### config.mk
export PLATFORM = sky130hd
export DESIGN_NAME = etr_ctrl
export DESIGN_NICKNAME = d
export VERILOG_FILES = /design/src/design/etr_pkg.sv /design/src/design/etr_ctrl.sv
export VERILOG_INCLUDE_DIRS = /design/src /design/src/design
export SDC_FILE = /design/constraint.sdc
export NUM_CORES = 1
export LEC_CHECK = 0
export ABC_AREA = 0
export BUFFER_PORTS_ARGS = -buffer_cell sky130_fd_sc_hd__buf_2
export CAP_MARGIN = 20
export CORE_MARGIN = 2
export CORE_UTILIZATION = 40
export DETAILED_ROUTE_END_ITERATION = 7
export HOLD_SLACK_MARGIN = 0.12
export PLACE_DENSITY_LB_ADDON = 0.05
export SLEW_MARGIN = 20
export SYNTH_ARGS = -nofsm -noshare
export SYNTH_HDL_FRONTEND = slang
export SYNTH_SLANG_ARGS = --single-unit
### constraint.sdc
create_clock -name clk -period 2.8 [get_ports clk]
set_input_delay 0.42 -clock clk [delete_from_list [all_inputs] [get_ports clk]]
set_output_delay 0.42 -clock clk [all_outputs]
set_load 0.01 [all_outputs]
### src/design/assert_macros.svh
// assertion macros for the design files; only etr_ctrl includes them
`ifndef ASSERT_MACROS_SVH
`define ASSERT_MACROS_SVH

`ifndef SYNTHESIS
// condition holds at every edge
`define ETR_CHECK(lbl, cond, msg) \
  lbl: assert property (@(posedge clk) disable iff (!rst_n) (cond)) else $error(msg);
// consequent holds in the same cycle as the antecedent
`define ETR_CHECK_IMPL(lbl, ante, cons, msg) \
  lbl: assert property (@(posedge clk) disable iff (!rst_n) (ante) |-> (cons)) else $error(msg);
// consequent holds in the cycle after the antecedent
`define ETR_CHECK_NEXT(lbl, ante, cons, msg) \
  lbl: assert property (@(posedge clk) disable iff (!rst_n) (ante) |=> (cons)) else $error(msg);
`else
`define ETR_CHECK(lbl, cond, msg)
`define ETR_CHECK_IMPL(lbl, ante, cons, msg)
`define ETR_CHECK_NEXT(lbl, ante, cons, msg)
`endif

`endif

### src/design/etr_pkg.sv
`timescale 1ns / 1ps
// ----------------------------------------------------------------------------
// etr_pkg
// Types, widths and register codes of the epipolar transfer error block.
// ----------------------------------------------------------------------------
package etr_pkg;

  localparam int FRAC_BITS = 16;
  localparam int TAG_WIDTH = 16;

  localparam int TAG_IN_W  = 16;
  localparam int TAG_KEEP_W = (TAG_WIDTH < TAG_IN_W) ? TAG_WIDTH : TAG_IN_W;
  localparam int COORD_W   = 18;
  localparam int ENT_W     = 18;
  localparam int ROW_W     = 3 * ENT_W;
  localparam int ERR_W     = 32;
  localparam int CFG_IDX_W = 2;

  // exact line coefficient, rounded coefficient
  localparam int PROD_W = ENT_W + COORD_W;
  localparam int ONE_W  = ENT_W + FRAC_BITS;
  localparam int LX_W   = ((PROD_W > ONE_W) ? PROD_W : ONE_W) + 2;
  localparam int LR_W   = LX_W + 1 - FRAC_BITS;

  // residual and its square
  localparam int DP_W  = LR_W + COORD_W;
  localparam int DC_W  = LR_W + FRAC_BITS;
  localparam int D_W   = ((DP_W > DC_W) ? DP_W : DC_W) + 2;
  localparam int SPL_W = (D_W + 1) / 2;
  localparam int SPH_W = D_W - SPL_W;
  localparam int SQ_W  = 2 * D_W;

  // norm, divisor and compare width
  localparam int NORM_W = 2 * LR_W + 1;
  localparam int DIV_W  = NORM_W + FRAC_BITS;
  localparam int CMP_W  = (((DIV_W + ERR_W) > SQ_W) ? (DIV_W + ERR_W) : SQ_W) + 1;

  // pipeline: six front stages, overflow check, one stage per quotient bit, output
  localparam int DIV_FIRST = 7;
  localparam int NSTG      = DIV_FIRST + ERR_W + 1;

  localparam logic [ERR_W-1:0] ERR_SAT = '1;

  typedef logic [2:0][2:0][ENT_W-1:0] mat_t;

  typedef enum logic [CFG_IDX_W-1:0] {
    REG_ROW0 = 2'd0,
    REG_ROW1 = 2'd1,
    REG_ROW2 = 2'd2,
    REG_SYM  = 2'd3
  } reg_idx_t;

  // result of one line at the end of the divider
  typedef struct packed {
    logic [ERR_W-1:0] quot;
    logic             sat;
    logic             deg;
  } line_res_t;

endpackage

### src/design/etr_ctrl.sv
`timescale 1ns / 1ps
// ----------------------------------------------------------------------------
// etr_ctrl
// Valid bits of every pipeline stage and the per-stage load enables; a stage
// loads whenever it is empty or the stage after it moves on.
// ----------------------------------------------------------------------------
`include "assert_macros.svh"
module etr_ctrl import etr_pkg::*; (
  input  logic            clk,
  input  logic            rst_n,
  input  logic            in_valid,
  output logic            in_ready,
  output logic            out_valid,
  input  logic            out_ready,
  output logic [NSTG-1:0] en
);

  logic [NSTG-1:0] valid_r;
  logic [NSTG-1:0] valid_nxt;
  logic [NSTG-1:0] ready;

  // ready chain from the output backwards
  always_comb begin
    ready[NSTG-1] = !valid_r[NSTG-1] || out_ready;
    for (int k = NSTG - 2; k >= 0; k--) begin
      ready[k] = !valid_r[k] || ready[k+1];
    end
  end

  // valid bits follow the data
  always_comb begin
    for (int k = 0; k < NSTG; k++) begin
      if (ready[k]) begin
        valid_nxt[k] = (k == 0) ? in_valid : valid_r[(k == 0) ? 0 : k - 1];
      end else begin
        valid_nxt[k] = valid_r[k];
      end
    end
  end

  always_ff @(posedge clk) begin
    if (!rst_n) begin
      valid_r <= '0;
    end else begin
      valid_r <= valid_nxt;
    end
  end

  assign en        = ready;
  assign in_ready  = ready[0];
  assign out_valid = valid_r[NSTG-1];

  `ETR_CHECK_IMPL(a_empty_out_ready, !valid_r[NSTG-1], in_ready, "drained output blocks input")
  `ETR_CHECK_NEXT(a_take_fills, in_valid && in_ready, valid_r[0], "transaction lost at entry")
  `ETR_CHECK_NEXT(a_stall_keeps, valid_r[NSTG-2] && !ready[NSTG-1], valid_r[NSTG-2] && valid_r[NSTG-1], "stalled item dropped")

endmodule

==> results.ini, run 1 <==
[finish]
reg.largest.list = valid_r: 40 flops
largest_reg_flops = 40
design_area_um2 = 2260
area_growth_pct = 16.7
largest-register = valid_r
antenna_cells = 0
drive_above_1_share_pct = 29.5
nets = 264

[synth]
synth_xor_area_share_pct = 0
syn_inst = 217
syn-cell-area_um2 = 1940
synth-simple-area-share_pct = 34.8
synth_mux_area_share_pct = 0
seq_area_frac_synth_pct = 41.3
synthAdderAreaFrac_pct = 0
synth_ff_type = dfxtp_1
synth_compound_area_share_pct = 15.0
synth-warning-count = 0
avgSynthCellArea_um2 = 8.94
synth_edf_count = 0
synthesis.nets = 221
async_flop_share_pct = 0
synthDistinctLibCells = 42
synth_top_family_by_area = simple AND/OR/NAND/NOR gates
ys_ff_latch = 40

[placement]
hpwl_um = 2900
io_buffer_count = 45
dpl_cell_area_um2 = 2170
gp_congestion = 0.731

[route]
antenna_left = 0
via_count = 1632
drc = 0
drt_wl_total_um = 4010
drt_iter0_drc = 71
wl_per_cell_um = 12.7
drt_pass1_iterations = 4
vias_per_cell = 5.18

[worst_setup_path]
critPathMaxFanout = 14
reg2reg_slack_ns = 1.08
worstPathArrival_ns = 2.03
setup.worst_path.start = valid_r[32]
worstReg2RegEnd = valid_r[3]
cp.required_ns = 2.38
reg2reg_depth = 4
crit_type = reg -> out
crit_end = in_ready
crit_path_start_kind = flop
endpoint_kind = output port
r2r-start = valid_r[23]

[clocking]
cts_sinks = 40
cts_root_buf = clkbuf_8
htreeDepth = 2
cts_buffer_depth = 2
clk_pin_slew_ns = 0.08
postCtsHoldBufs = 0
cts_tree = done
numCtsBuffers = 5
clkLatencyLatePin_ns = 0.29

[status]
outcome = finished clean

[global_route]
grt-ovfl-total = 0
grt_pass1_vias = 1415
grt_max_degree = 41
grt_pass1_wl_um = 6530
antenna_found_initial = 0
track_usage_pct = 15.6

[timing]
maxSlewHeadroom_pct = 58.2
rsz0062_at_grt = false
hold_violations = 0
setup-violations-final = 0
worst_slew_pin_slew_ns = 0.627
finalCriticalPeriod_ns = 2.45
setup-tns-final_ns = 0
max_freq_mhz = 408
clock_skew_ns = 0.00720
period_share_pct = 87.6
drv_slew = 0

[floorplan]
row_count = 25
initial_core_util_pct = 41.4
die_w_um = 73.7
die_y_um = 73.7
top_level_ports = 46
core_um2 = 4690
dieArea_um2 = 5420

[pwr]
leakagePower_nw = 0.785
power_frac_comb_pct = 2.0
peakVddDrop_mv = 0.241
p_int_mw = 0.779
p_sw_share_pct = 21.0
p_sw_mw = 0.207
clockPowerShare_pct = 39.9
power_frac_seq_pct = 58.1
power.density_nw_per_um2 = 435

[run]
maxCapViolCount = 0

[worst_hold_path]
hold_path.class = in -> reg

[layout by cell type, fill, tap and decap left out, types with 6 or more instances in the layout]
master / count
inv_1: 17
o21ai_1: 7
dfxtp_1: 40
o21a_1: 10
nand4_1: 11
buf_2: 45
nand2_1: 31
nand3_1: 19
clkbuf_8: 6
nor2b_1: 7
[what timing repair did]
item / 4_1_cts / 5_1_grt
setup buffers: 0 / 0
gates resized for setup: 0 / 1
endpoints found under the setup margin: 0 / 1
[worst max-delay path, cell delays in order (launching register included)]
cell and delay, ns:
dfxtp_1 0.41, nand4_2 0.21, nor4_2 0.36, and4_2 0.45, nand4_1 0.14, buf_2 0.16
[through the flow]
step | util (%) | hold slack (ns) | instances | total power, mW | setup slack, ns
2_1_floorplan | - | 0.418 | 217 | 0.603 | 0.804
3_3_place_gp | 46.3 | 0.438 | 307 | 0.606 | 0.510
6_report | 48.3 | 0.325 | 315 | 0.986 | 0.348
4_1_cts | 48.2 | 0.323 | 315 | 0.998 | 0.198
5_1_grt | 48.3 | 0.339 | 315 | 1.03 | 0.150
3_5_place_dp | 46.3 | 0.445 | 307 | 0.606 | 0.475
[power by group through the flow]
stage / Sequential [mW] / Combinational (mW) / Clock, mW
after global placement: 0.586 / 0.0199 / 0
after CTS: 0.573 / 0.0201 / 0.405
after global routing: 0.573 / 0.0219 / 0.434
after detailed placement: 0.586 / 0.0201 / 0
after floorplan: 0.585 / 0.0176 / 0
final: 0.573 / 0.0195 / 0.394
[how the worst min path moves through the flow]
stage	from	to	slack (ns)	cells after the start
finish	in_valid	valid_r[0]	0.33	3
detailed placement	valid_r[17]	valid_r[18]	0.44	2
global route	in_valid	valid_r[0]	0.34	3
CTS	in_valid	valid_r[0]	0.32	3
floorplan	valid_r[2]	valid_r[3]	0.42	2
global placement	valid_r[17]	valid_r[18]	0.44	2
[synthesized netlist by cell type, types with 2 or more instances]
| cell | count | share of area [%] |
|---|---|---|
| o21a_1 | 10 | 3.9 |
| nand4_1 | 11 | 3.5 |
| dfxtp_1 | 40 | 41 |
| clkbuf_1 | 6 | 1.2 |
| nor4_4 | 2 | 2.2 |
| a41oi_1 | 3 | 1.4 |
| buf_4 | 2 | 0.77 |
| a21boi_1 | 5 | 1.9 |
| nor4_2 | 2 | 1.3 |
| nor2b_1 | 7 | 2.3 |
| buf_6 | 3 | 1.7 |
| and3_1 | 4 | 1.3 |
| and2_1 | 3 | 0.97 |
| o31ai_1 | 3 | 1.2 |
| a21boi_0 | 5 | 1.9 |
| nand3_1 | 19 | 4.9 |
| and4_1 | 5 | 2.3 |
| inv_1 | 17 | 3.3 |
| nor2_1 | 4 | 0.77 |
| nor3_2 | 2 | 1.0 |
| a21oi_1 | 2 | 0.52 |
| o21ai_1 | 7 | 1.8 |
| nand2_1 | 31 | 6.0 |
| inv_2 | 3 | 0.58 |
| nand4_4 | 3 | 3.3 |
| a31oi_1 | 2 | 0.64 |
[layer usage]
layer | track usage, % | part of all wire, % | vias up
met3 | 4.66 | 4.7 | 5
met5 | 0 | 0 | -
met1 | 20.8 | 50 | 739
met4 | 4.24 | 1.0 | 0
li1 | - | - | 852
met2 | 24.5 | 44 | 36
[final cells by class]
cell class	count	area, µm²
Timing Repair Buffer	49	255
Tap cell	54	67.6
Fill cell	468	2430
Sequential cell	40	801
Clock buffer	8	90.1
Inverter	21	83.8
Multi-Input combinational cell	143	967
[logic make-up (layout without fill, tap and decap cells)]
group | Yosys count | in the layout
AND/OR/NAND/NOR | 103 | 103
AO/OA/AOI/OAI | 40 | 40
flip-flops | 40 | 40
buffers and inverters | 34 | 78
Power figures use the tool's default switching activity.
==> run 2: changes to the inputs <==
- CELL_PAD_IN_SITES_DETAIL_PLACEMENT: unset -> 0
- CELL_PAD_IN_SITES_GLOBAL_PLACEMENT: unset -> 1
- CORE_UTILIZATION: 40 -> 42
==> run 2 against run 1 <==
  * Maximum frequency fell by 2.5%
  * First-iteration DRC count rose by 18%
  * Count of clock-buffer cells in the layout did not move
  * Core utilization rose by 3.0 points
  * Combinational power barely moved
  * Setup slack got worse by 0.062 ns
  * Hold slack improved by 0.012 ns
  * Via count rose by 2.0%
==> results.ini, run 2 (synthesis gave the netlist of run 1 again) <==
[finish]
final_common_cell = buf_2
largest-register = valid_r
area_growth_pct = 16.6
antenna_cells = 0  ; unchanged
largest_reg_flops = 40  ; unchanged
final_cell_mix = 45 x buf_2, 40 x dfxtp_1, 31 x nand2_1, 19 x nand3_1, 17 x inv_1
drive_above_1_share_pct = 29.5  ; unchanged
reg.largest.list = valid_r: 40 flops
fill_cells = 439  ; -6.2%
nets = 264  ; unchanged

[worst_setup_path]
cp.required_ns = 2.38  ; about the same
setup.worst_path.start = valid_r[31]
worstReg2RegEnd = valid_r[3]
max_stage_delay_ns = 0.47  ; +0.02 ns
endpoint_kind = output port
slowest_stage = and4_2
critPathMaxFanout = 14  ; unchanged
crit_type = reg -> out
worstPathArrival_ns = 2.09  ; +0.06 ns
cp.buffers_inverters = 1  ; unchanged
critical-path-top-delay-family = simple AND/OR/NAND/NOR gates
crit_chain = nand4_2 -> nor4_2 -> and4_2 -> nand4_1 -> buf_2
crit_path_start_kind = flop
r2r-start = valid_r[22]
reg2reg_depth = 4  ; unchanged
reg2reg_slack_ns = 1.06  ; -0.02 ns

[route]
drt_pass1_iterations = 4  ; unchanged
drt_wl_total_um = 4030  ; +0.60%
drt_iter0_drc = 84  ; +18%
via_count = 1664  ; +2.0%
wl_met3_um = 210  ; +12%
drc = 0  ; unchanged
met1_length_um = 2100  ; +4.6%
met2WireLength_um = 1680  ; -5.2%
antenna_left = 0  ; unchanged
wl_per_cell_um = 12.9  ; +1.2%
top_layer_used = met4
vias_per_cell = 5.32  ; +2.6%

[clocking]
htreeDepth = 2  ; unchanged
cts_root_buf = clkbuf_8
cts_buffer_depth = 2  ; unchanged
numCtsBuffers = 5  ; unchanged
postCtsHoldBufs = 0  ; unchanged
cts_tree = done
postCtsResizedCells = 0  ; unchanged
clkLatencyLatePin_ns = 0.29  ; about the same
clk_pin_slew_ns = 0.07  ; about the same
cts_setup_buffers = 0  ; unchanged
cts_sinks = 40  ; unchanged

[placement]
io_buffer_count = 45  ; unchanged
hpwl_um = 2880  ; -0.78%
dp_slack_ns = 0.435  ; -0.0398 ns
gp_congestion = 0.732  ; about the same

[timing]
finalCriticalPeriod_ns = 2.51  ; +0.0619 ns
setup-violations-final = 0  ; unchanged
setup-tns-final_ns = 0  ; unchanged
max_freq_mhz = 398  ; -2.5%
drv_slew = 0  ; unchanged
maxSlewHeadroom_pct = 60.9  ; +2.7 points
worst_slew_pin_slew_ns = 0.587  ; -0.0399 ns
hold_violations = 0  ; unchanged
finalWorstSetupSlack_ns = 0.286  ; -0.0619 ns
clock_skew_ns = 0.00478  ; -0.00241 ns
period_share_pct = 89.8  ; +2.2 points
rsz0062_at_grt = false

[pwr]
power.density_nw_per_um2 = 433  ; -0.46%
peakVddDrop_mv = 0.245  ; +1.8%
leakagePower_nw = 0.785  ; unchanged

[floorplan]
initial_core_util_pct = 44.0  ; +2.6 points
die_y_um = 72.0  ; -2.3%
row_count = 24  ; -4.0%
die_w_um = 72.0  ; -2.3%
top_level_ports = 46  ; unchanged
dieArea_um2 = 5180  ; -4.5%
core_um2 = 4410  ; -5.9%

[worst_hold_path]
holdPathEnd = valid_r[0]
min_path_cells = 3  ; unchanged
hold_path.class = in -> reg
min_from = in_valid

[global_route]
track_usage_pct = 16.9  ; +1.3 points
grt-ovfl-total = 0  ; unchanged
antenna_found_initial = 0  ; unchanged
grt_max_degree = 38  ; -7.3%
grt_pass1_vias = 1437  ; +1.6%
grt_pass1_wl_um = 6910  ; +5.7%

[run]
maxCapViolCount = 0  ; unchanged

[status]
outcome = finished clean

## run 2: cell counts in the layout (fill, tap and decap cells not counted)
Identical to the previous run, type by type.
## run 2: worst max path at each step
stage	to	slack [ns]	cells after the start
after floorplan	en[21]	0.80	5
after detailed placement	en[0]	0.44	6
after global routing	en[0]	0.06	5
after CTS	en[0]	0.14	5
final	en[0]	0.29	5
after global placement	en[0]	0.49	6
## run 2: tightest hold or removal path, stage by stage
cell	delay, ns
buf_2	0.07
nand2_1	0.04
o21ai_1	0.06
## run 2: metrics by stage
step | utilization, % | total power, mW | cells | area [µm²] | hold slack [ns]
6_report | 51.2 | 0.980 | 313 | 2260 | 0.337
5_1_grt | 51.2 | 1.02 | 313 | 2260 | 0.337
4_1_cts | 51.2 | 0.994 | 313 | 2260 | 0.337
3_5_place_dp | 49.2 | 0.606 | 305 | 2170 | 0.440
3_3_place_gp | 49.2 | 0.606 | 305 | 2170 | 0.437
2_1_floorplan | - | 0.603 | 217 | 1940 | 0.418
## run 2: final cells by class
| cell class | instances | area (µm²) | area share (%) |
|---|---|---|---|
| repair buffers | 49 | 255 | 11.3 |
| flip-flops and latches | 40 | 801 | 35.4 |
| well taps | 52 | 65.1 | 2.88 |
| multi-input cells | 143 | 967 | 42.8 |
| clock buffers | 8 | 90.1 | 3.98 |
| inverters | 21 | 83.8 | 3.71 |
## run 2: report_power, final
part           switching, mW  total, mW  internal [mW]
Sequential           0.00185      0.573          0.571
Combinational         0.0119     0.0195        0.00766
Clock                  0.187      0.388          0.201
## run 2: layer usage
layer  track usage, %  up-vias
met5                0        -
met4             5.03        0
met3             5.00        4
met2             23.6       33
met1             25.0      773
li1                 -      854
==> run 3: changes to the inputs <==
- CORE_UTILIZATION: 42 -> 40
==> run 3 against run 2 <==
  * Sequential power about the same
  * Core utilization decreased by 3.0 points
  * Register-to-register slack got worse by 0.02 ns
  * Routed wire length increased by 1.2%
  * Maximum frequency decreased by 3.1%
  * Setup slack got worse by 0.081 ns
  * Sequential share of layout area about the same
  * Critical path depth unchanged
  * Critical path type unchanged
  * Highest routed layer unchanged
==> results.ini, run 3 (synthesis gave the netlist of run 1 again) <==
[status]
outcome = finished clean

[clocking]
postCtsHoldBufs = 0  ; unchanged
numCtsBuffers = 5  ; unchanged
cts_buffer_depth = 2  ; unchanged
htreeDepth = 2  ; unchanged
clk_pin_slew_ns = 0.07  ; about the same
postCtsResizedCells = 0  ; unchanged
cts_root_buf = clkbuf_8
cts_sinks = 40  ; unchanged
cts_setup_buffers = 0  ; unchanged
cts_tree = done
clkLatencyLatePin_ns = 0.29  ; about the same

[timing]
period_share_pct = 92.7  ; +2.9 points
hold_violations = 0  ; unchanged
clock_skew_ns = 0.00215  ; -0.00263 ns
drv_slew = 0  ; unchanged
worst_slew_pin_slew_ns = 0.639  ; +0.0525 ns
finalWorstSetupSlack_ns = 0.205  ; -0.0814 ns
max_freq_mhz = 385  ; -3.1%
finalCriticalPeriod_ns = 2.60  ; +0.0814 ns
setup-tns-final_ns = 0  ; unchanged
maxSlewHeadroom_pct = 57.4  ; -3.5 points
whs_ns = 0.330  ; -0.00723 ns
rsz0062_at_grt = false
setup-violations-final = 0  ; unchanged

[global_route]
grt_max_degree = 40  ; +5.3%
grt_pass1_vias = 1486  ; +3.4%
track_usage_pct = 16.4  ; -0.49 points
grt-ovfl-total = 0  ; unchanged
grt_pass1_wl_um = 6970  ; +0.91%
antenna_found_initial = 0  ; unchanged

[route]
drc = 0  ; unchanged
drt_wl_total_um = 4080  ; +1.2%
drt_pass1_iterations = 4  ; unchanged
vias_per_cell = 5.23  ; -1.5%
via_count = 1649  ; -0.90%
antenna_left = 0  ; unchanged
wl_per_cell_um = 13.0  ; +0.60%
drt_iter0_drc = 83  ; -1.2%

[pwr]
p_sw_share_pct = 21.2  ; +0.71 points
leakagePower_nw = 0.785  ; about the same
clockPowerShare_pct = 40.1  ; +0.5 points
peakVddDrop_mv = 0.244  ; -0.64%
power_frac_seq_pct = 57.9  ; -0.5 points
power_mw = 0.989  ; +0.91%
p_sw_mw = 0.210  ; +4.4%
power_frac_comb_pct = 2.0  ; about the same
power.density_nw_per_um2 = 437  ; +0.85%
p_int_mw = 0.779  ; about the same

[finish]
final_cell_mix = 45 x buf_2, 40 x dfxtp_1, 31 x nand2_1, 19 x nand3_1, 17 x inv_1
area_growth_pct = 16.6  ; about the same
final_common_cell = buf_2
antenna_cells = 0  ; unchanged
nets = 264  ; unchanged
largest-register = valid_r
largest_reg_flops = 40  ; unchanged
reg.largest.list = valid_r: 40 flops
drive_above_1_share_pct = 29.1  ; -0.38 points
finalNonFillerCells = 315  ; +0.64%

[floorplan]
top_level_ports = 46  ; unchanged
initial_core_util_pct = 41.4  ; -2.6 points
die_w_um = 73.7  ; +2.3%
row_count = 25  ; +4.2%
core_um2 = 4690  ; +6.3%
dieArea_um2 = 5420  ; +4.7%
die_y_um = 73.7  ; +2.3%

[worst_setup_path]
crit_path_start_kind = flop
critPathMaxFanout = 14  ; unchanged
crit_type = reg -> out
endpoint_kind = output port
worstPathArrival_ns = 2.18  ; +0.09 ns
cp.required_ns = 2.38  ; about the same

[placement]
dp_cells = 307  ; +0.66%
dp_slack_ns = 0.466  ; +0.0307 ns
io_buffer_count = 45  ; unchanged
gp_congestion = 0.746  ; +2.0%
hpwl_um = 2960  ; +2.7%

[run]
maxCapViolCount = 0  ; unchanged

[worst_hold_path]
hold_path.class = in -> reg

==> run 3: cell counts in the layout (fill, tap and decap cells not counted) <==
Identical to the previous run, type by type.
==> run 3: cell type report <==
type / instances / area [µm²]
Fill cell: 473 / 2430
Tap cell: 54 / 67.6
Multi-Input combinational cell: 143 / 966
Timing Repair Buffer: 49 / 255
Sequential cell: 40 / 801
Clock buffer: 8 / 90.1
Inverter: 21 / 83.8
==> run 3: path summary, 6_finish.rpt <==
check                                    to  cells past startpoint  slack (ns)   startpoint
worst min-delay path             valid_r[0]                      3        0.33     in_valid
worst max register to register  valid_r[15]                      4        1.04  valid_r[31]
worst max-delay path               in_ready                      5        0.20  valid_r[31]
worst min register to register   valid_r[6]                      2        0.46   valid_r[5]
==> run 3: per-stage QoR <==
| step | area [µm²] | util, % |
|---|---|---|
| 2_1_floorplan | 1940 | - |
| 4_1_cts | 2260 | 48.2 |
| 6_report | 2260 | 48.2 |
| 3_3_place_gp | 2170 | 46.3 |
| 3_5_place_dp | 2170 | 46.3 |
| 5_1_grt | 2260 | 48.2 |
==> run 3: power by group through the flow <==
stage	Clock, mW	Combinational, mW	Sequential [mW]
after CTS	0.412	0.0200	0.573
after global placement	0	0.0200	0.586
after detailed placement	0	0.0200	0.586
final	0.397	0.0195	0.573
after global routing	0.441	0.0220	0.573
after floorplan	0	0.0176	0.585
==> run 3: worst max-delay path, cell delays in order (launching register included) <==
cell and delay [ns]:
dfxtp_1 0.40, nand4_2 0.23, nor4_2 0.37, and4_1 0.56
nand4_1 0.16, buf_2 0.17
==> run 3: per-layer routing <==
metal / part of all wire [%] / up-vias / global-route usage [%]
li1: - / 852 / -
met1: 49 / 759 / 21.7
met2: 46 / 32 / 25.8
met3: 3.8 / 6 / 4.66
met4: 1.2 / 0 / 4.85
met5: 0 / - / 0
